===== src/rtl/core/ctgr_pkg.sv =====
`default_nettype none
// ----------------------------------------------------------------------------
// ctgr_pkg
// shared types, register codes and white-point tables of the gamma ramp block
// ----------------------------------------------------------------------------
package ctgr_pkg;

  localparam logic [16:0] Q16One = 17'd65536;

  typedef enum logic [1:0] {
    REG_BRIGHTNESS  = 2'd0,
    REG_TEMPERATURE = 2'd1,
    REG_RAMP_LEN    = 2'd2
  } reg_index_t;

  typedef struct packed {
    logic [16:0] green;
    logic [16:0] blue;
  } factors_t;

  function automatic logic [16:0] green_row(input logic [7:0] row);
    logic [16:0] v;
    case (row)
      8'd0: v = 17'd11910;  8'd1: v = 17'd16714;  8'd2: v = 17'd20278;
      8'd3: v = 17'd23172;  8'd4: v = 17'd25619;  8'd5: v = 17'd27737;
      8'd6: v = 17'd29596;  8'd7: v = 17'd31245;  8'd8: v = 17'd32718;
      8'd9: v = 17'd34042;  8'd10: v = 17'd35625; 8'd11: v = 17'd37106;
      8'd12: v = 17'd38493; 8'd13: v = 17'd39796; 8'd14: v = 17'd41026;
      8'd15: v = 17'd42188; 8'd16: v = 17'd43288; 8'd17: v = 17'd44332;
      8'd18: v = 17'd45325; 8'd19: v = 17'd46270; 8'd20: v = 17'd47171;
      8'd21: v = 17'd48031; 8'd22: v = 17'd48852; 8'd23: v = 17'd49637;
      8'd24: v = 17'd50390; 8'd25: v = 17'd51110; 8'd26: v = 17'd51801;
      8'd27: v = 17'd52464; 8'd28: v = 17'd53100; 8'd29: v = 17'd53712;
      8'd30: v = 17'd54300; 8'd31: v = 17'd54865; 8'd32: v = 17'd55410;
      8'd33: v = 17'd55934; 8'd34: v = 17'd56438; 8'd35: v = 17'd56925;
      8'd36: v = 17'd57394; 8'd37: v = 17'd57847; 8'd38: v = 17'd58284;
      8'd39: v = 17'd58705; 8'd40: v = 17'd59112; 8'd41: v = 17'd59614;
      8'd42: v = 17'd60104; 8'd43: v = 17'd60583; 8'd44: v = 17'd61051;
      8'd45: v = 17'd61508; 8'd46: v = 17'd61955; 8'd47: v = 17'd62391;
      8'd48: v = 17'd62818; 8'd49: v = 17'd63234; 8'd50: v = 17'd63640;
      8'd51: v = 17'd64037; 8'd52: v = 17'd64425; 8'd53: v = 17'd64804;
      8'd54: v = 17'd65174;
      default: v = Q16One;
    endcase
    return v;
  endfunction

  function automatic logic [16:0] blue_row(input logic [7:0] row);
    logic [16:0] v;
    case (row)
      8'd0, 8'd1, 8'd2, 8'd3, 8'd4, 8'd5, 8'd6, 8'd7, 8'd8, 8'd9: v = 17'd0;
      8'd10: v = 17'd5688;  8'd11: v = 17'd9218;  8'd12: v = 17'd12034;
      8'd13: v = 17'd14508; 8'd14: v = 17'd16772; 8'd15: v = 17'd18887;
      8'd16: v = 17'd20889; 8'd17: v = 17'd22798; 8'd18: v = 17'd24628;
      8'd19: v = 17'd26389; 8'd20: v = 17'd28089; 8'd21: v = 17'd29732;
      8'd22: v = 17'd31322; 8'd23: v = 17'd32863; 8'd24: v = 17'd34359;
      8'd25: v = 17'd35810; 8'd26: v = 17'd37220; 8'd27: v = 17'd38590;
      8'd28: v = 17'd39923; 8'd29: v = 17'd41218; 8'd30: v = 17'd42478;
      8'd31: v = 17'd43704; 8'd32: v = 17'd44898; 8'd33: v = 17'd46060;
      8'd34: v = 17'd47191; 8'd35: v = 17'd48293; 8'd36: v = 17'd49366;
      8'd37: v = 17'd50411; 8'd38: v = 17'd51430; 8'd39: v = 17'd52422;
      8'd40: v = 17'd53389; 8'd41: v = 17'd54289; 8'd42: v = 17'd55175;
      8'd43: v = 17'd56049; 8'd44: v = 17'd56909; 8'd45: v = 17'd57757;
      8'd46: v = 17'd58592; 8'd47: v = 17'd59414; 8'd48: v = 17'd60224;
      8'd49: v = 17'd61020; 8'd50: v = 17'd61804; 8'd51: v = 17'd62576;
      8'd52: v = 17'd63335; 8'd53: v = 17'd64081; 8'd54: v = 17'd64815;
      default: v = Q16One;
    endcase
    return v;
  endfunction

endpackage
`default_nettype wire


===== src/rtl/core/ctgr_pipe.sv =====
`default_nettype none
// ----------------------------------------------------------------------------
// ctgr_pipe
// six-stage datapath: product, step product, reciprocal division by the
// brightness range with one correction, saturation, channel scaling; stalls
// as a whole with valid bits per stage
// ----------------------------------------------------------------------------
module ctgr_pipe #(
  parameter int BRIGHT_STEPS_MAX = 500
) (
  input  wire logic              clk,
  input  wire logic              rst,
  input  wire logic              hold,
  input  wire logic              in_valid,
  output logic                   in_stall,
  input  wire logic [15:0]       entry_index,
  input  wire logic [15:0]       bright_eff,
  input  wire logic [16:0]       step,
  input  wire ctgr_pkg::factors_t factors,
  output logic                   out_valid,
  input  wire logic              out_stall,
  output logic [15:0]            red_level,
  output logic [15:0]            green_level,
  output logic [15:0]            blue_level
);

  localparam logic [15:0] Div = 16'(BRIGHT_STEPS_MAX);
  localparam logic [48:0] SatLim = 49'(64'(BRIGHT_STEPS_MAX) << 16);
  localparam logic [32:0] DivRecip = 33'((64'd1 << 32) / BRIGHT_STEPS_MAX);

  logic        v1, v2, v3, v4, v5, v6;
  logic [31:0] p1;
  logic [48:0] p2;
  logic        sat3, sat4;
  logic [31:0] n3;
  logic [15:0] qe3, qe4;
  logic [31:0] r4;
  logic [15:0] base;
  logic        adv;
  logic [64:0] recip_prod;
  logic [31:0] back_prod;
  logic [32:0] g_prod, b_prod;

  assign adv = !(v6 && out_stall);
  assign in_stall = !adv || hold;
  assign out_valid = v6;

  always_comb begin
    recip_prod = p2[31:0] * DivRecip;
    back_prod = qe3 * Div;
    g_prod = base * factors.green;
    b_prod = base * factors.blue;
  end

  always_ff @(posedge clk) begin
    if (rst) begin
      v1 <= 1'b0; v2 <= 1'b0; v3 <= 1'b0; v4 <= 1'b0; v5 <= 1'b0; v6 <= 1'b0;
    end else if (adv) begin
      v1 <= in_valid && !hold; v2 <= v1; v3 <= v2; v4 <= v3; v5 <= v4; v6 <= v5;
    end
  end

  always_ff @(posedge clk) begin
    if (adv) begin
      p1 <= entry_index * bright_eff;
      p2 <= p1 * step;
      sat3 <= (p2 >= SatLim);
      n3 <= p2[31:0];
      qe3 <= recip_prod[47:32];
      sat4 <= sat3;
      qe4 <= qe3;
      r4 <= n3 - back_prod;
      base <= sat4 ? 16'hFFFF : qe4 + {15'b0, (r4 >= {16'b0, Div})};
      red_level <= base;
      green_level <= g_prod[31:16];
      blue_level <= b_prod[31:16];
    end
  end

  a_out_hold: assert property (@(posedge clk) disable iff (rst)
    v6 && out_stall |=> v6 && $stable(red_level) && $stable(green_level) &&
    $stable(blue_level))
    else $error("result lost under stall");

  a_hold_stall: assert property (@(posedge clk) disable iff (rst)
    hold |-> in_stall)
    else $error("input open while settings are updating");

  a_accept_enters: assert property (@(posedge clk) disable iff (rst)
    in_valid && !in_stall |=> v1)
    else $error("accepted transaction missing from first stage");

endmodule
`default_nettype wire


===== config.mk =====
export PLATFORM = sky130hd
export DESIGN_NAME = ctgr_pipe
export DESIGN_NICKNAME = d
export VERILOG_FILES = /design/src/rtl/core/ctgr_pkg.sv /design/src/rtl/core/ctgr_pipe.sv
export SDC_FILE = /design/constraint.sdc
export NUM_CORES = 2
export LEC_CHECK = 0
export ABC_AREA = 0
export BUFFER_PORTS_ARGS = -buffer_cell sky130_fd_sc_hd__buf_2
export CAP_MARGIN = 20
export CORE_MARGIN = 8
export CORE_UTILIZATION = 65
export DETAILED_ROUTE_END_ITERATION = 7
export GPL_ROUTABILITY_DRIVEN = 0
export PLACE_DENSITY = 0.81
export SLEW_MARGIN = 20
export SYNTH_ARGS = -nofsm -noshare
export SYNTH_HDL_FRONTEND = slang
export SYNTH_SLANG_ARGS = --single-unit

===== constraint.sdc =====
create_clock -name clk -period 12.1 [get_ports clk]
set_input_delay 0.605 -clock clk [delete_from_list [all_inputs] [get_ports clk]]
set_output_delay 0.605 -clock clk [all_outputs]
set_load 0.01 [all_outputs]

# == Word level (Yosys, flattened, before mapping) ==
# Cells that the tools add are included.
# word_totals
inputBits,88
ff_bits,249
elab_cells,32
# op_classes
n_reduce_logical,4
mul,6
n_lt_le_gt_ge,2
add_sub_neg,2
# ops
op,count
16-bit by 17-bit multiplier with 32-bit output,2
"49-bit by 25-bit >= comparator with 1-bit output, second input constant",1
32-bit by 17-bit multiplier with 49-bit output,1
"32-bit by 23-bit multiplier with 47-bit output, second input constant",1
"32-bit by 9-bit >= comparator with 1-bit output, second input constant",1
16-bit by 16-bit multiplier with 32-bit output,1
32-bit by 25-bit subtractor with 32-bit output,1
"16-bit by 7-bit multiplier with 23-bit output, second input constant",1
16-bit by 1-bit adder with 16-bit output,1
1-bit logical AND,2
1-bit logical NOT,1
1-bit logical OR,1

# == Depth between registers and ports, before layout ==
# logic_depth
depth_word,2
mapped_depth,26
mapped_depth_nobuf,24

# == Worst setup path after synthesis ==
# No wires, ideal clock.
# synth_timing
path_type,in2out
from,input out_stall
to,output in_stall
setup_slack_ps,5167
arrival_time_ps,6328
path_stages,2
cell_sequence,nand2_1 > nand2b_1
# synth_between
elab_chain_len,2
# synth_lines
item,line_no,source
"start, declared",ctgr_pipe.sv:21,"input wire logic out_stall,"
1-bit logical AND,ctgr_pipe.sv:44,assign adv = !(v6 && out_stall);
1-bit logical OR,ctgr_pipe.sv:45,assign in_stall = !adv || hold;
"end, declared",ctgr_pipe.sv:15,"output logic in_stall,"
# Every way passes these cells.

# == Worst setup path in the final report ==
# layout_timing
from,register base[9]
to,register green_level[15] (data pin)
# layout_between
elab_chain_len,1
# layout_lines
item,line_no,source
"start, declared",ctgr_pipe.sv:38,logic [15:0] base;
"start signal, assigned",ctgr_pipe.sv:73,"base <= sat4 ? 16'hFFFF : qe4 + {15'b0, (r4 >= {16'b0, Div})};"
16-bit by 17-bit multiplier with 32-bit output,ctgr_pipe.sv:51,g_prod = base * factors.green;
named net g_prod[31],ctgr_pipe.sv:42,"logic [32:0] g_prod, b_prod;"
"end signal, assigned",ctgr_pipe.sv:75,green_level <= g_prod[31:16];
"end, declared",ctgr_pipe.sv:23,"output logic [15:0] green_level,"
# The timed path passes the listed nets, and every way through them passes these cells.
# A chain may end at the register's enable or synchronous reset.

==> results.py <==
metrics = {
    "clock_network": {
        "cts-root-buf": "clkbuf_16",
        "cts_tree": "built",
        "cts.htree.levels": 2,
        "ctsHoldBuffers": 0,
        "cts_num_sinks": 245,
        "cts_made_buffers": 34,
        "worstSkewPairLatency_ns": 0.57,
        "cts_resized": 0,
        "post_cts.repair.setup_buffers": 0,
        "clk_pin_slew_ns": 0.06,
        "cts_buffer_depth": 3,
    },
    "min_path": {
        "hp-class": "input pin to flip-flop",
        "worstHoldEndpoint": "v2",
        "holdPathStages": 2,
        "hold_start": "rst",
    },
    "critical_path": {
        "r2r-start": "base[9]",
        "cp-start-kind": "flip-flop",
        "r2r_cells": 24,
        "arrival_ns": 7.81,
        "reg2reg_slack_ns": 4.57,
        "crit_fanout": 26,
        "r2r_end": "green_level[15]",
        "cp.required_ns": 12.39,
        "crit_type": "flip-flop to flip-flop",
        "end_kind": "flip-flop",
    },
    "final_layout": {
        "area_delta_synth_final_pct": 4.44,
        "drive_gt1_share_pct": 3.79,
        "fin_nets": 9022,
        "final_util_pct": 68.4,
    },
    "logic_synthesis": {
        "yosysUniqueCellTypes": 77,
        "synth_flop_cell": "edfxtp_1",
        "synth_nets": 9036,
        "syn_inst": 6822,
        "yosysSeqAreaShare_pct": 11.3,
        "syn_area_um2": 64400,
        "avgSynthCellArea_um2": 9.44,
        "ys_ff_latch": 245,
        "synthArstFlopShare_pct": 0,
        "synth_edf_count": 239,
        "ys_warn_count": 0,
    },
    "sta": {
        "skew_ns": 0.0245,
        "fmax_mhz": 133,
        "setup_ws_ns": 4.57,
        "drv_slew": 0,
        "worst_pin_slew_ns": 1.11,
        "setup_viol": 0,
        "rsz0062_at_grt": "false",
        "setup_tns_ns": 0,
        "final_hold_viol_count": 0,
        "fin_crit_sh_pct": 62.2,
        "holdWs_ns": 0.272,
        "slew_headroom_pct": 25.8,
        "final.min_clock_period_ns": 7.53,
    },
    "floorplanning": {
        "core_area_um2": 98300,
        "initial_core_util_pct": 65.5,
        "io_pins": 138,
        "die_w_um": 331,
        "dieArea_um2": 109000,
        "die_y_um": 331,
        "num_rows": 115,
    },
    "routing": {
        "initialDrtViolationCount": 3161,
        "routed_wl_um": 153000,
        "drt-pass1-iter-count": 6,
        "post_drt_via_cell_ratio": 5.67,
        "drc": 0,
        "wl_per_cell_um": 18.8,
        "num_vias": 46100,
        "ant_nets": 0,
    },
    "run": {
        "drv_cap": 0,
    },
    "global_route": {
        "track_usage_pct": 29.0,
        "grt_max_degree": 69,
        "grt_pass1_vias": 50900,
        "antenna_found_initial": 9,
        "grt_pass1_wl_um": 253000,
        "grt_overflow": 0,
    },
    "place": {
        "place_hpwl_um": 119000,
        "io_buffers": 137,
        "dpl_worst_slack_ns": 4.68,
    },
    "run_status": {
        "outcome": "completed",
    },
}
==> registers in the layout, indices dropped and copies added, names as in the netlist, 16 cells and up <==
signal and count:
p1 32, green_level 16, qe4 16, red_level 16
qe3 16, n3 30, blue_level 16, p2 49
base 16, r4 30
==> cells by family after synthesis <==
| logic type | count (synthesis) | share of synthesized area [%] |
|---|---|---|
| XOR/XNOR | 182 | 2.47 |
| AND/OR/NAND/NOR | 1745 | 12.7 |
| AO/OA/AOI/OAI | 444 | 4.65 |
| adder cells (fa/ha/maj) | 2126 | 56.7 |
| flip-flops | 245 | 11.3 |
| buffers and inverters | 2080 | 12.1 |
==> layer usage <==
layer / vias to the layer above / GRT usage [%] / part of all wire [%]
li1: 20300 / - / -
met1: 23200 / 36.1 / 38
met2: 1985 / 49.9 / 49
met3: 536 / 4.87 / 8.3
met4: 2 / 12.7 / 5.0
met5: - / 0 / 0.0085
==> Yosys cell counts, drive strengths merged (5+ instances only) <==
master   number  area, µm²
nand2       980       3680
nand2b       27        169
ha          803      10000
nor2b        26        163
nor2         93        349
or3          11       68.8
xor2         46        403
edfxtp      239       7180
o31ai         6       50.1
xnor2       136       1190
dfxtp         6        120
a21o         69        522
a211oi       13       97.6
o21ai        70        362
and4          5       43.8
o21a         31        233
a21boi        8       63.8
a31oi        15       93.8
and3         21        134
nor4         17        106
o21bai       20        150
inv        1865       7000
or2           8       50.1
fa         1323      26500
a21oi       140        712
nor3         41        215
and2        437       2730
nand4        27        169
a2111oi       8        133
clkbuf      214        803
a31o          5       43.8
o211ai       11       87.6
nand3        44        225
==> stage by stage <==
stage          instance area [µm²]  cells
6_report                     67300   8127
5_1_grt                      67300   8127
4_1_cts                      67300   8121
3_5_place_dp                 66100   8059
3_3_place_gp                 66100   8059
2_1_floorplan                64400   6822
==> worst max-delay path by stage <==
stage / startpoint / to / slack [ns] / depth (start not counted)
finish: base[9] / green_level[15] / 4.57 / 24
global route: base[9] / green_level[15] / 4.26 / 24
CTS: base[9] / green_level[15] / 4.69 / 24
detailed placement: step[2] / p2[48] / 4.68 / 24
global placement: step[2] / p2[48] / 4.85 / 24
floorplan: out_stall / in_stall / 5.17 / 2
==> final cells by class <==
| type | count | area (µm²) |
|---|---|---|
| inverters | 1865 | 7000 |
| repair buffers | 165 | 896 |
| diodes | 6 | 15.0 |
| clock inverters | 20 | 234 |
| fillers | 7286 | 31000 |
| clock buffers | 42 | 912 |
| multi-input cells | 4497 | 49300 |
| flip-flops and latches | 245 | 7300 |
| well taps | 1287 | 1610 |
==> layout by cell type, fill, tap and decap left out, drive strengths merged, types with 15 or more instances in the layout <==
cell type / netlist / layout
nor4: 17 / 17
o21bai: 20 / 20
clkbuf: 214 / 42
o21a: 31 / 31
and3: 21 / 21
a31oi: 15 / 15
a21o: 69 / 69
nand2: 980 / 980
nand3: 44 / 44
and2: 437 / 437
nand4: 27 / 27
nor3: 41 / 41
ha: 803 / 803
nor2: 93 / 93
xnor2: 136 / 136
nor2b: 26 / 26
o21ai: 70 / 70
edfxtp: 239 / 239
nand2b: 27 / 27
xor2: 46 / 46
buf: 1 / 165
a21oi: 140 / 140
fa: 1323 / 1323
inv: 1865 / 1868
==> worst max-delay path, cell delays in order (launching register included) <==
cell and delay (ns):
edfxtp_1 0.74, buf_4 0.46, nand2_1 0.12, fa_1 0.49
inv_1 0.05, fa_1 0.50, inv_1 0.05, fa_1 0.55
inv_1 0.06, fa_1 0.48, inv_1 0.05, fa_1 0.47
inv_1 0.05, fa_1 0.44, ha_1 0.35, nand2_1 0.06
o21a_1 0.18, o31a_1 0.10, a311oi_1 0.55, o21bai_1 0.21
a311oi_1 0.51, a311o_1 0.37, a21oi_1 0.15, o21bai_1 0.17
xnor2_1 0.10
Power is left out: the tool's default activity adds up to more than one toggle a clock period on the data nets, which glitch-free logic cannot reach.
