**config.mk**
```make
export PLATFORM = sky130hd
export DESIGN_NAME = ctgr_setup
export DESIGN_NICKNAME = d
export VERILOG_FILES = /design/src/rtl/core/ctgr_pkg.sv /design/src/rtl/core/ctgr_setup.sv
export SDC_FILE = /design/constraint.sdc
export NUM_CORES = 2
export LEC_CHECK = 0
export ABC_AREA = 1
export BUFFER_PORTS_ARGS = -buffer_cell sky130_fd_sc_hd__buf_2
export CAP_MARGIN = 20
export CORE_ASPECT_RATIO = 0.9
export CORE_MARGIN = 2
export CORE_UTILIZATION = 26
export CTS_BUF_LIST = sky130_fd_sc_hd__clkbuf_2 sky130_fd_sc_hd__clkbuf_4 sky130_fd_sc_hd__clkbuf_8
export CTS_CLUSTER_SIZE = 20
export DETAILED_ROUTE_END_ITERATION = 6
export PLACE_DENSITY = 0.43
export RECOVER_POWER = 50
export SYNTH_ARGS = -nofsm -noshare
export SYNTH_HDL_FRONTEND = slang
export SYNTH_MEMORY_MAX_BITS = 65536
export SYNTH_SLANG_ARGS = --single-unit
```
**constraint.sdc**
```tcl
create_clock -name clk -period 10.8 [get_ports clk]
set_clock_uncertainty 0.1 [all_clocks]
set_input_delay 0.54 -clock clk [delete_from_list [all_inputs] [get_ports clk]]
set_output_delay 0.54 -clock clk [all_outputs]
set_load 0.05 [all_outputs]
```
**src/rtl/core/ctgr_pkg.sv**
```systemverilog
`default_nettype none
// ----------------------------------------------------------------------------
// ctgr_pkg
// shared types, register codes and white-point tables of the gamma ramp block
// ----------------------------------------------------------------------------
package ctgr_pkg;

  localparam logic [16:0] Q16One = 17'd65536;

  typedef enum logic [1:0] {
    REG_BRIGHTNESS  = 2'd0,
    REG_TEMPERATURE = 2'd1,
    REG_RAMP_LEN    = 2'd2
  } reg_index_t;

  typedef struct packed {
    logic [16:0] green;
    logic [16:0] blue;
  } factors_t;

  function automatic logic [16:0] green_row(input logic [7:0] row);
    logic [16:0] v;
    case (row)
      8'd0: v = 17'd11910;  8'd1: v = 17'd16714;  8'd2: v = 17'd20278;
      8'd3: v = 17'd23172;  8'd4: v = 17'd25619;  8'd5: v = 17'd27737;
      8'd6: v = 17'd29596;  8'd7: v = 17'd31245;  8'd8: v = 17'd32718;
      8'd9: v = 17'd34042;  8'd10: v = 17'd35625; 8'd11: v = 17'd37106;
      8'd12: v = 17'd38493; 8'd13: v = 17'd39796; 8'd14: v = 17'd41026;
      8'd15: v = 17'd42188; 8'd16: v = 17'd43288; 8'd17: v = 17'd44332;
      8'd18: v = 17'd45325; 8'd19: v = 17'd46270; 8'd20: v = 17'd47171;
      8'd21: v = 17'd48031; 8'd22: v = 17'd48852; 8'd23: v = 17'd49637;
      8'd24: v = 17'd50390; 8'd25: v = 17'd51110; 8'd26: v = 17'd51801;
      8'd27: v = 17'd52464; 8'd28: v = 17'd53100; 8'd29: v = 17'd53712;
      8'd30: v = 17'd54300; 8'd31: v = 17'd54865; 8'd32: v = 17'd55410;
      8'd33: v = 17'd55934; 8'd34: v = 17'd56438; 8'd35: v = 17'd56925;
      8'd36: v = 17'd57394; 8'd37: v = 17'd57847; 8'd38: v = 17'd58284;
      8'd39: v = 17'd58705; 8'd40: v = 17'd59112; 8'd41: v = 17'd59614;
      8'd42: v = 17'd60104; 8'd43: v = 17'd60583; 8'd44: v = 17'd61051;
      8'd45: v = 17'd61508; 8'd46: v = 17'd61955; 8'd47: v = 17'd62391;
      8'd48: v = 17'd62818; 8'd49: v = 17'd63234; 8'd50: v = 17'd63640;
      8'd51: v = 17'd64037; 8'd52: v = 17'd64425; 8'd53: v = 17'd64804;
      8'd54: v = 17'd65174;
      default: v = Q16One;
    endcase
    return v;
  endfunction

  function automatic logic [16:0] blue_row(input logic [7:0] row);
    logic [16:0] v;
    case (row)
      8'd0, 8'd1, 8'd2, 8'd3, 8'd4, 8'd5, 8'd6, 8'd7, 8'd8, 8'd9: v = 17'd0;
      8'd10: v = 17'd5688;  8'd11: v = 17'd9218;  8'd12: v = 17'd12034;
      8'd13: v = 17'd14508; 8'd14: v = 17'd16772; 8'd15: v = 17'd18887;
      8'd16: v = 17'd20889; 8'd17: v = 17'd22798; 8'd18: v = 17'd24628;
      8'd19: v = 17'd26389; 8'd20: v = 17'd28089; 8'd21: v = 17'd29732;
      8'd22: v = 17'd31322; 8'd23: v = 17'd32863; 8'd24: v = 17'd34359;
      8'd25: v = 17'd35810; 8'd26: v = 17'd37220; 8'd27: v = 17'd38590;
      8'd28: v = 17'd39923; 8'd29: v = 17'd41218; 8'd30: v = 17'd42478;
      8'd31: v = 17'd43704; 8'd32: v = 17'd44898; 8'd33: v = 17'd46060;
      8'd34: v = 17'd47191; 8'd35: v = 17'd48293; 8'd36: v = 17'd49366;
      8'd37: v = 17'd50411; 8'd38: v = 17'd51430; 8'd39: v = 17'd52422;
      8'd40: v = 17'd53389; 8'd41: v = 17'd54289; 8'd42: v = 17'd55175;
      8'd43: v = 17'd56049; 8'd44: v = 17'd56909; 8'd45: v = 17'd57757;
      8'd46: v = 17'd58592; 8'd47: v = 17'd59414; 8'd48: v = 17'd60224;
      8'd49: v = 17'd61020; 8'd50: v = 17'd61804; 8'd51: v = 17'd62576;
      8'd52: v = 17'd63335; 8'd53: v = 17'd64081; 8'd54: v = 17'd64815;
      default: v = Q16One;
    endcase
    return v;
  endfunction

endpackage
`default_nettype wire

```
**src/rtl/core/ctgr_setup.sv**
```systemverilog
`default_nettype none
// ----------------------------------------------------------------------------
// ctgr_setup
// configuration registers and a multi-cycle unit that derives the clamped
// brightness, ramp step and interpolated channel factors
// ----------------------------------------------------------------------------
module ctgr_setup #(
  parameter int TABLE_ROWS       = 56,
  parameter int BRIGHT_STEPS_MAX = 500,
  parameter int KELVIN_LO        = 1000,
  parameter int KELVIN_HI        = 6500
) (
  input  wire logic              clk,
  input  wire logic              rst,
  input  wire logic              cfg_valid,
  output logic                   cfg_ready,
  input  wire logic [1:0]        cfg_index,
  input  wire logic [16:0]       cfg_data,
  output logic [15:0]            bright_eff,
  output logic [16:0]            step,
  output ctgr_pkg::factors_t     factors,
  output logic                   busy
);

  typedef enum logic [1:0] {
    ST_IDLE,
    ST_LOAD,
    ST_DIVIDE
  } state_t;

  localparam int Span = (KELVIN_HI > KELVIN_LO) ? (KELVIN_HI - KELVIN_LO) : 1;
  localparam longint unsigned Scale = 64'(TABLE_ROWS - 1) << 16;
  localparam logic [23:0] PosWhole = 24'(Scale / Span);
  localparam logic [15:0] PosRem = 16'(Scale % Span);
  localparam logic [29:0] SpanRecip = 30'((64'd1 << 29) / Span);
  localparam logic [15:0] BMax = 16'(BRIGHT_STEPS_MAX);
  localparam logic [15:0] TMin = 16'(KELVIN_LO);
  localparam logic [15:0] TMax = 16'(KELVIN_HI);
  localparam logic [15:0] Rows1 = 16'(TABLE_ROWS - 1);
  localparam logic [15:0] SpanW = 16'(Span);
  localparam bit EmptySpan = (KELVIN_HI <= KELVIN_LO);

  state_t      state;
  logic [8:0]  brightness;
  logic [12:0] temperature;
  logic [16:0] ramp_len;

  // step divider: 65536 / size, restoring, one bit a cycle
  logic [4:0]  sdiv_cnt;
  logic [16:0] sdiv_rem;
  logic [16:0] sdiv_q;
  logic [16:0] sdiv_den;
  logic [17:0] sdiv_trial;

  // table position: whole part of x*scale/span plus reciprocal division of
  // the remainder term with one correction step
  logic [12:0] pos_x;
  logic [28:0] pos_m;
  logic [23:0] pos_xq;
  logic [28:0] pos_qe;
  logic [28:0] pos_r;
  logic [31:0] pos;
  logic [15:0] t_clamp;
  logic [36:0] whole_prod;
  logic [58:0] recip_prod;
  logic [44:0] back_prod;

  logic [7:0]  row;
  logic [16:0] frac;
  logic        row_last;
  logic [16:0] g0, g1, b0, b1;
  logic [33:0] g_sum, b_sum;

  assign cfg_ready = 1'b1;
  assign busy = (state != ST_IDLE);

  always_comb begin
    t_clamp = {3'b0, temperature};
    if (t_clamp < TMin) t_clamp = TMin;
    if (t_clamp > TMax) t_clamp = TMax;
    whole_prod = pos_x * PosWhole;
    recip_prod = pos_m * SpanRecip;
    back_prod = pos_qe * SpanW;
    sdiv_trial = {sdiv_rem, sdiv_q[16]} - {1'b0, sdiv_den};
    row_last = (pos[31:16] >= Rows1);
    row = pos[23:16];
    frac = {1'b0, pos[15:0]};
    g0 = ctgr_pkg::green_row(row);
    g1 = ctgr_pkg::green_row(8'(row + 8'd1));
    b0 = ctgr_pkg::blue_row(row);
    b1 = ctgr_pkg::blue_row(8'(row + 8'd1));
    g_sum = g0 * (ctgr_pkg::Q16One - frac) + g1 * frac;
    b_sum = b0 * (ctgr_pkg::Q16One - frac) + b1 * frac;
  end

  // free-running; a temperature change reaches pos via pos_x, pos_m/pos_xq, pos_qe and pos_r
  always_ff @(posedge clk) begin
    pos_x <= EmptySpan ? 13'd0 : 13'(t_clamp - TMin);
    pos_m <= pos_x * PosRem;
    pos_xq <= whole_prod[23:0];
    pos_qe <= recip_prod[57:29];
    pos_r <= pos_m - back_prod[28:0];
    pos <= {8'b0, pos_xq} + {3'b0, pos_qe} + {31'b0, (pos_r >= {13'b0, SpanW})};
  end

  always_ff @(posedge clk) begin
    if (rst) begin
      state <= ST_LOAD;
      brightness <= 9'd500;
      temperature <= 13'd6500;
      ramp_len <= 17'd2048;
      sdiv_cnt <= '0;
      sdiv_q <= '0;
      sdiv_rem <= '0;
      sdiv_den <= '0;
      bright_eff <= '0;
      step <= '0;
      factors <= '0;
    end else if (cfg_valid && cfg_ready) begin
      unique case (cfg_index)
        ctgr_pkg::REG_BRIGHTNESS:  brightness <= cfg_data[8:0];
        ctgr_pkg::REG_TEMPERATURE: temperature <= cfg_data[12:0];
        ctgr_pkg::REG_RAMP_LEN:    ramp_len <= cfg_data;
        default: ;
      endcase
      state <= ST_LOAD;
    end else begin
      unique case (state)
        ST_LOAD: begin
          sdiv_q <= ctgr_pkg::Q16One;
          sdiv_rem <= '0;
          sdiv_den <= (ramp_len == '0) ? 17'd1 : ramp_len;
          sdiv_cnt <= 5'd17;
          state <= ST_DIVIDE;
        end
        ST_DIVIDE: begin
          if (sdiv_cnt != '0) begin
            if (!sdiv_trial[17]) begin
              sdiv_rem <= sdiv_trial[16:0];
              sdiv_q <= {sdiv_q[15:0], 1'b1};
            end else begin
              sdiv_rem <= {sdiv_rem[15:0], sdiv_q[16]};
              sdiv_q <= {sdiv_q[15:0], 1'b0};
            end
            sdiv_cnt <= sdiv_cnt - 5'd1;
          end else begin
            step <= (ramp_len > ctgr_pkg::Q16One) ? 17'd0 : sdiv_q;
            bright_eff <= ({7'b0, brightness} > BMax) ? BMax : {7'b0, brightness};
            factors.green <= row_last ? ctgr_pkg::Q16One : g_sum[32:16];
            factors.blue <= row_last ? ctgr_pkg::Q16One : b_sum[32:16];
            state <= ST_IDLE;
          end
        end
        default: ;
      endcase
    end
  end

  a_write_busy: assert property (@(posedge clk) disable iff (rst)
    cfg_valid && cfg_ready |=> busy)
    else $error("setup not busy after a register write");

  a_idle_stable: assert property (@(posedge clk) disable iff (rst)
    !busy && !cfg_valid |=> $stable(step) && $stable(bright_eff) && $stable(factors))
    else $error("settings changed while idle");

  a_bright_range: assert property (@(posedge clk) disable iff (rst)
    bright_eff <= BMax)
    else $error("brightness above its limit");

endmodule
`default_nettype wire

```
* Yosys cells after proc, flatten, opt, wreduce, memory -nomap -nowiden *
Memories as Yosys holds them, arrays and structs flattened. A register that Yosys moved wholly into a read port is not among the register bits.
Cells that the tools add are included.

storage, ports and cells
  flip-flop bits (word level) = 293
  bits in latches = 0
  memory bits (writable) = 0
  memory bits (read-only) = 4352
  bits of input ports = 22
  output and inout bits = 69
  word-level logic and storage cells = 90
  memories kept = 4

memories
  memory           depth  width  read ports  clocked after Yosys merged registers in  write ports  RTL line        text
  (no name shown)  64     17     1           1                                        0            ctgr_pkg.sv:23  case (row)
  (no name shown)  64     17     1           0                                        0            ctgr_pkg.sv:23
  (no name shown)  64     17     1           1                                        0            ctgr_pkg.sv:50  case (row)
  (no name shown)  64     17     1           0                                        0            ctgr_pkg.sv:50

operators by class
  $add $sub $neg = 10
  multipliers = 8
  divide/modulo/power cells = 0
  order comparisons = 6
  equal/unequal tests = 6
  shift operators = 0
  multiplexer cells = 21
  bitwise logic cells = 2
  reductions and logical operators = 15

operator list
  kind                    number
  $mux 17                 11
  $pmux 17 s2             2
  $add 33x33->33          2
  $mul 17x16->33          2
  $mul 22x15->37 const B  1
  $mul 17x34->33          1
  $mul 18x18->33          1
  $ge 29x13->1 const B    1
  $sub 24x29->29          1
  $mul 17x11->27 const B  1
  $mux 13                 2
  $add 24x1->25           1
  $add 23x17->24          1
  $mul 13x10->23 const B  1
  $mul 13x9->22 const B   1
  $sub 17x16->18 const A  1
  $sub 18x17->18          1
  $gt 17x17->1 const B    1
  $logic_not 17->1        1
  $gt 16x13->1 const B    1
  $lt 13x10->1 const B    1
  $sub 13x10->13 const B  1
  $pmux 5 s2              1
  $reduce_and 2->1        5
  other kinds (18)        26

* Longest topological paths before layout *
  depth after elaboration = 6
  mapped depth = 45
  mapped depth without buffers = 42

* Worst setup path after synthesis *
Ideal clock, no wire load.

  path type = register -> register
  from = register pos[16]
  to = register factors[12] (netlist name)
  library setup time = 0.132 ns
  data arrival time = 8.460 ns
  data required time = 10.568 ns
  path slack = 2.108 ns
  stages on the path, launching flop included = 41
  path buffers = 2
  period minus slack after synthesis = 8.692 ns
  cells stage by stage = dfxtp_1 -> ha_1 -> inv_1 -> ha_1 -> clkbuf_1 -> inv_1 -> clkbuf_1 -> nor2_1 -> inv_1 -> nand2_1 -> nor2_1 -> inv_1 -> a221oi_1 -> nand2_1 -> clkinv_1 -> nand2_1 -> fa_1 -> fa_1 -> (+5 left out) -> fa_1 -> fa_1 -> fa_1 -> inv_1 -> fa_1 -> inv_1 -> ha_1 -> a21oi_1 -> inv_1 -> a31oi_1 -> o21ai_0 -> a21oi_1 -> nand2_1 -> nand2_1 -> nand2_1 -> or2_2 -> nand3_1 -> a21oi_1

on the way
  cells in the longest elaborated chain, start to end = 6
  elaborated cells on any way between the ends = 8
  classes of those cells = 2 x add/sub; 1 x mul; 1 x order compare; 2 x mux; 1 x reduce/logical; 1 x memory

RTL lines
  what                                              RTL line           text
  start, declared                                   ctgr_setup.sv:62   logic [31:0] pos;
  start signal, assigned                            ctgr_setup.sv:103  pos <= {8'b0, pos_xq} + {3'b0, pos_qe} + {31'b0, (pos_r >= {13'b0, SpanW})};
  $add 8x1->8                                       ctgr_setup.sv:91   b1 = ctgr_pkg::blue_row(8'(row + 8'd1));
  $mem_v2 64x17 or $logic_not 2->1 (tied branches)  -
  $mux 17                                           ctgr_pkg.sv:50
  $mul 17x16->33                                    ctgr_setup.sv:93   b_sum = b0 * (ctgr_pkg::Q16One - frac) + b1 * frac;
  $add 33x33->33                                    ctgr_setup.sv:93
  $mux 17 *                                         ctgr_setup.sv:150  factors.blue <= row_last ? ctgr_pkg::Q16One : b_sum[32:16];
  end, declared                                     ctgr_setup.sv:21   output ctgr_pkg::factors_t factors,

Every way passes the cells marked *; elsewhere a longest branch is shown, timed or not.
A chain may end at the register's enable or synchronous reset.

* Worst setup path after layout *
  from = register pos[17]
  to = register factors[21] (netlist name)

on the way
  cells in the longest elaborated chain, start to end = 6
  elaborated cells on any way between the ends = 8
  classes of those cells = 2 x add/sub; 1 x mul; 1 x order compare; 2 x mux; 1 x reduce/logical; 1 x memory

RTL lines
  what                                              RTL line           text
  $add 8x1->8                                       ctgr_setup.sv:89   g1 = ctgr_pkg::green_row(8'(row + 8'd1));
  $mem_v2 64x17 or $logic_not 2->1 (tied branches)  -
  $mux 17                                           ctgr_pkg.sv:23
  $mul 17x16->33                                    ctgr_setup.sv:92   g_sum = g0 * (ctgr_pkg::Q16One - frac) + g1 * frac;
  $add 33x33->33                                    ctgr_setup.sv:92
  $mux 17 *                                         ctgr_setup.sv:149  factors.green <= row_last ? ctgr_pkg::Q16One : g_sum[32:16];

Marked as above.

==> results_dict.tcl <==
set metrics [dict create \
    status "finished, violations left" \
    violations "capacitance limit, slew limit" \
    dpl_cell_area_um2 72300 \
    yosys_warnings 0 \
    ys_seq_elements 308 \
    crit_path_max_incr_delay_ps 550 \
    tightest_slew_ps 3352 \
    cts_setup_buffers 0 \
    grt_overflow_total 0 \
    cp.required_ps 11290 \
    die_w_um 540.1 \
    arrival_ps 10370 \
    final_layout_size_suffix_gt1_share_pct 4.035 \
    setup_violations 0 \
    port_buffers 82 \
    grt_pass1_vias 58440 \
    h-tree-depth 2 \
    root_buffer "clkbuf_8" \
    syn-cell-area_um2 67240 \
    tritoncts "yes" \
    grt_pass1_wl_um 372200 \
    antenna_found_initial 8 \
    critPathLaunchType "register" \
    period_needed_ps 9878 \
    core_area_um2 257800 \
    post_drt_wl_per_cell_um 20.35 \
    syn_avg_cell_area_um2 8.023 \
    r2r_setup_slack_ps 920 \
    tns_ps 0 \
    route.met2.wl_um 106600 \
    met3_length_um 14190 \
    cp_num_buf_inv 10 \
    ys_seq_area_share_pct 9.169 \
    critical_path_class "reg -> reg" \
    critPathMaxFanout 16 \
    fin_crit_sh_pct 91.46 \
    hpwl_um 206100 \
    cts.sinks 308 \
    routed.top_layer "met4" \
    clkTransAtPathRegs_ps 70 \
    dr.first_iter.drc_count 4037 \
    grt_max_degree 70 \
    end_kind "register" \
    cts_max_path_buffers 3 \
    ys_async_sr_fraction_pct 0 \
    drv_cap 3 \
    die_y_um 486.5 \
    slowest_stage "fa_1" \
    grt_usage_pct 18.68 \
    core.rowCount 177 \
    cts_buffers 60 \
    critPathTopFamily "adder cells" \
    post-place-ws_ps 831.1 \
    totalWireLength_um 242700 \
    hold_viol 0 \
    design_area_um2 73830 \
    wl_met1_um 115800 \
    place_congestion 0.9283 \
    syn_to_final_growth_pct 9.793 \
    nNetsFinal 10580 \
    drv_slew 157 \
    drc_errors 0 \
    synth_enable_flop_cells 0 \
    max_slew_margin_pct -123.4 \
    hold_path.class "reg -> reg" \
    vias_per_cell 4.624 \
    vias 55160 \
    ios 91 \
    worstSkewPairLatency_ps 800 \
    synthFlopType "dfxtp_1" \
    ant_nets 0 \
    synth.distinct_cells 58 \
    start_util_pct 26.09 \
    rsz0062_at_grt "no" \
    dieArea_um2 262700 \
    syn_inst 8381 \
    fmax_mhz 101.2 \
    setup_ws_ps 921.9 \
    first_pass_iters 6 \
]
[synth_stat cells, types with 8 or more instances]
| library cell | count | area share, % |
|---|---|---|
| o31ai_1 | 10 | 0.11 |
| clkbuf_1 | 196 | 1.1 |
| nand4_1 | 41 | 0.38 |
| or2_2 | 11 | 0.10 |
| xor2_1 | 98 | 1.3 |
| a21oi_1 | 381 | 2.8 |
| nor4_1 | 16 | 0.15 |
| o211ai_1 | 55 | 0.61 |
| a21o_1 | 16 | 0.18 |
| o22ai_1 | 16 | 0.15 |
| clkinv_1 | 21 | 0.12 |
| o21bai_1 | 10 | 0.11 |
| inv_1 | 1985 | 11 |
| nand2_1 | 1554 | 8.7 |
| nor3_1 | 42 | 0.31 |
| buf_4 | 10 | 0.11 |
| buf_2 | 41 | 0.31 |
| fa_1 | 1260 | 38 |
| a21boi_0 | 16 | 0.18 |
| dfxtp_1 | 308 | 9.2 |
| ha_1 | 815 | 15 |
| o21ai_0 | 286 | 2.1 |
| o21a_1 | 10 | 0.11 |
| a31oi_1 | 40 | 0.37 |
| nor2_2 | 8 | 0.074 |
| a211oi_1 | 10 | 0.11 |
| nand3b_1 | 10 | 0.11 |
| nand3_1 | 227 | 1.7 |
| nor2_1 | 764 | 4.3 |
| xnor2_1 | 51 | 0.66 |
[through the flow]
step	hold slack, ps	cells	utilization [%]
after floorplan	322.3	8387	-
final	348.6	11930	28.64
after CTS	355.4	11920	28.65
after detailed placement	351.5	11800	28.05
after global routing	377.2	11930	28.64
after global placement	341.8	11800	28.05
[logic make-up after synthesis]
| kind of cell | Yosys count | share of synthesized area (%) |
|---|---|---|
| AOI/OAI and AO/OA | 895 | 7.495 |
| xor gates and xnor gates | 150 | 1.965 |
| adders and majority gates | 2075 | 52.68 |
| buffers and inverters | 2263 | 12.77 |
| DFF | 308 | 9.169 |
| other | 2 | 0.01117 |
| and+or+nand+nor | 2688 | 15.92 |
[layer usage]
metal | vias up | GRT usage [%]
met5 | - | 0
met4 | 0 | 4.487
met3 | 250 | 2.504
met2 | 1492 | 29.37
met1 | 27870 | 26.92
li1 | 25540 | -
[worst reg2reg max path: cells and delay by family, from the launching register on]
family / cells / cell delay, ps
adders and majority gates: 9 / 4400
and+or+nand+nor: 9 / 1500
AOI/OAI and AO/OA: 8 / 1700
DFF: 1 / 450
buffers and inverters: 10 / 1520
[path summary, 6_finish.rpt]
| kind | startpoint | to | depth (start not counted) |
|---|---|---|---|
| setup / recovery | pos[17] | factors[21] | 36 |
| hold / removal | pos_xq[22] | pos[23] | 2 |
| setup reg to reg | pos[17] | factors[21] | 36 |
| hold reg to reg | pos_xq[22] | pos[23] | 2 |
[area by class of cell]
cell class                      instances  area [um2]
Fill cell                           28270      184000
Clock buffer                           88        1105
Antenna cell                            2       5.005
Tap cell                             3401        4255
Inverter                             2009        7541
Multi-Input combinational cell       5816       52540
Sequential cell                       308        6166
Clock inverter                         16       234.0
Timing Repair Buffer                  288        1981
[cells in the final DEF, fill, tap and decap left out, types with 40 or more instances in the layout]
| cell | n |
|---|---|
| dfxtp_1 | 308 |
| clkbuf_1 | 65 |
| a21oi_1 | 381 |
| clkbuf_8 | 71 |
| inv_1 | 1983 |
| nand4_1 | 41 |
| xor2_1 | 96 |
| o21ai_0 | 287 |
| ha_1 | 815 |
| nand2_1 | 1555 |
| nor2_1 | 764 |
| fa_1 | 1260 |
| a31oi_1 | 40 |
| buf_4 | 179 |
| o211ai_1 | 55 |
| nand3_1 | 227 |
| xnor2_1 | 51 |
| nor3_1 | 42 |
[repair_timing]
action,in CTS,in global routing
hold endpoints to repair,53,0
hold buffers,21,0
resized for setup,0,0
Power is not shown: default switching activity piles up to over one toggle a cycle in this logic, so the estimate is an artifact.
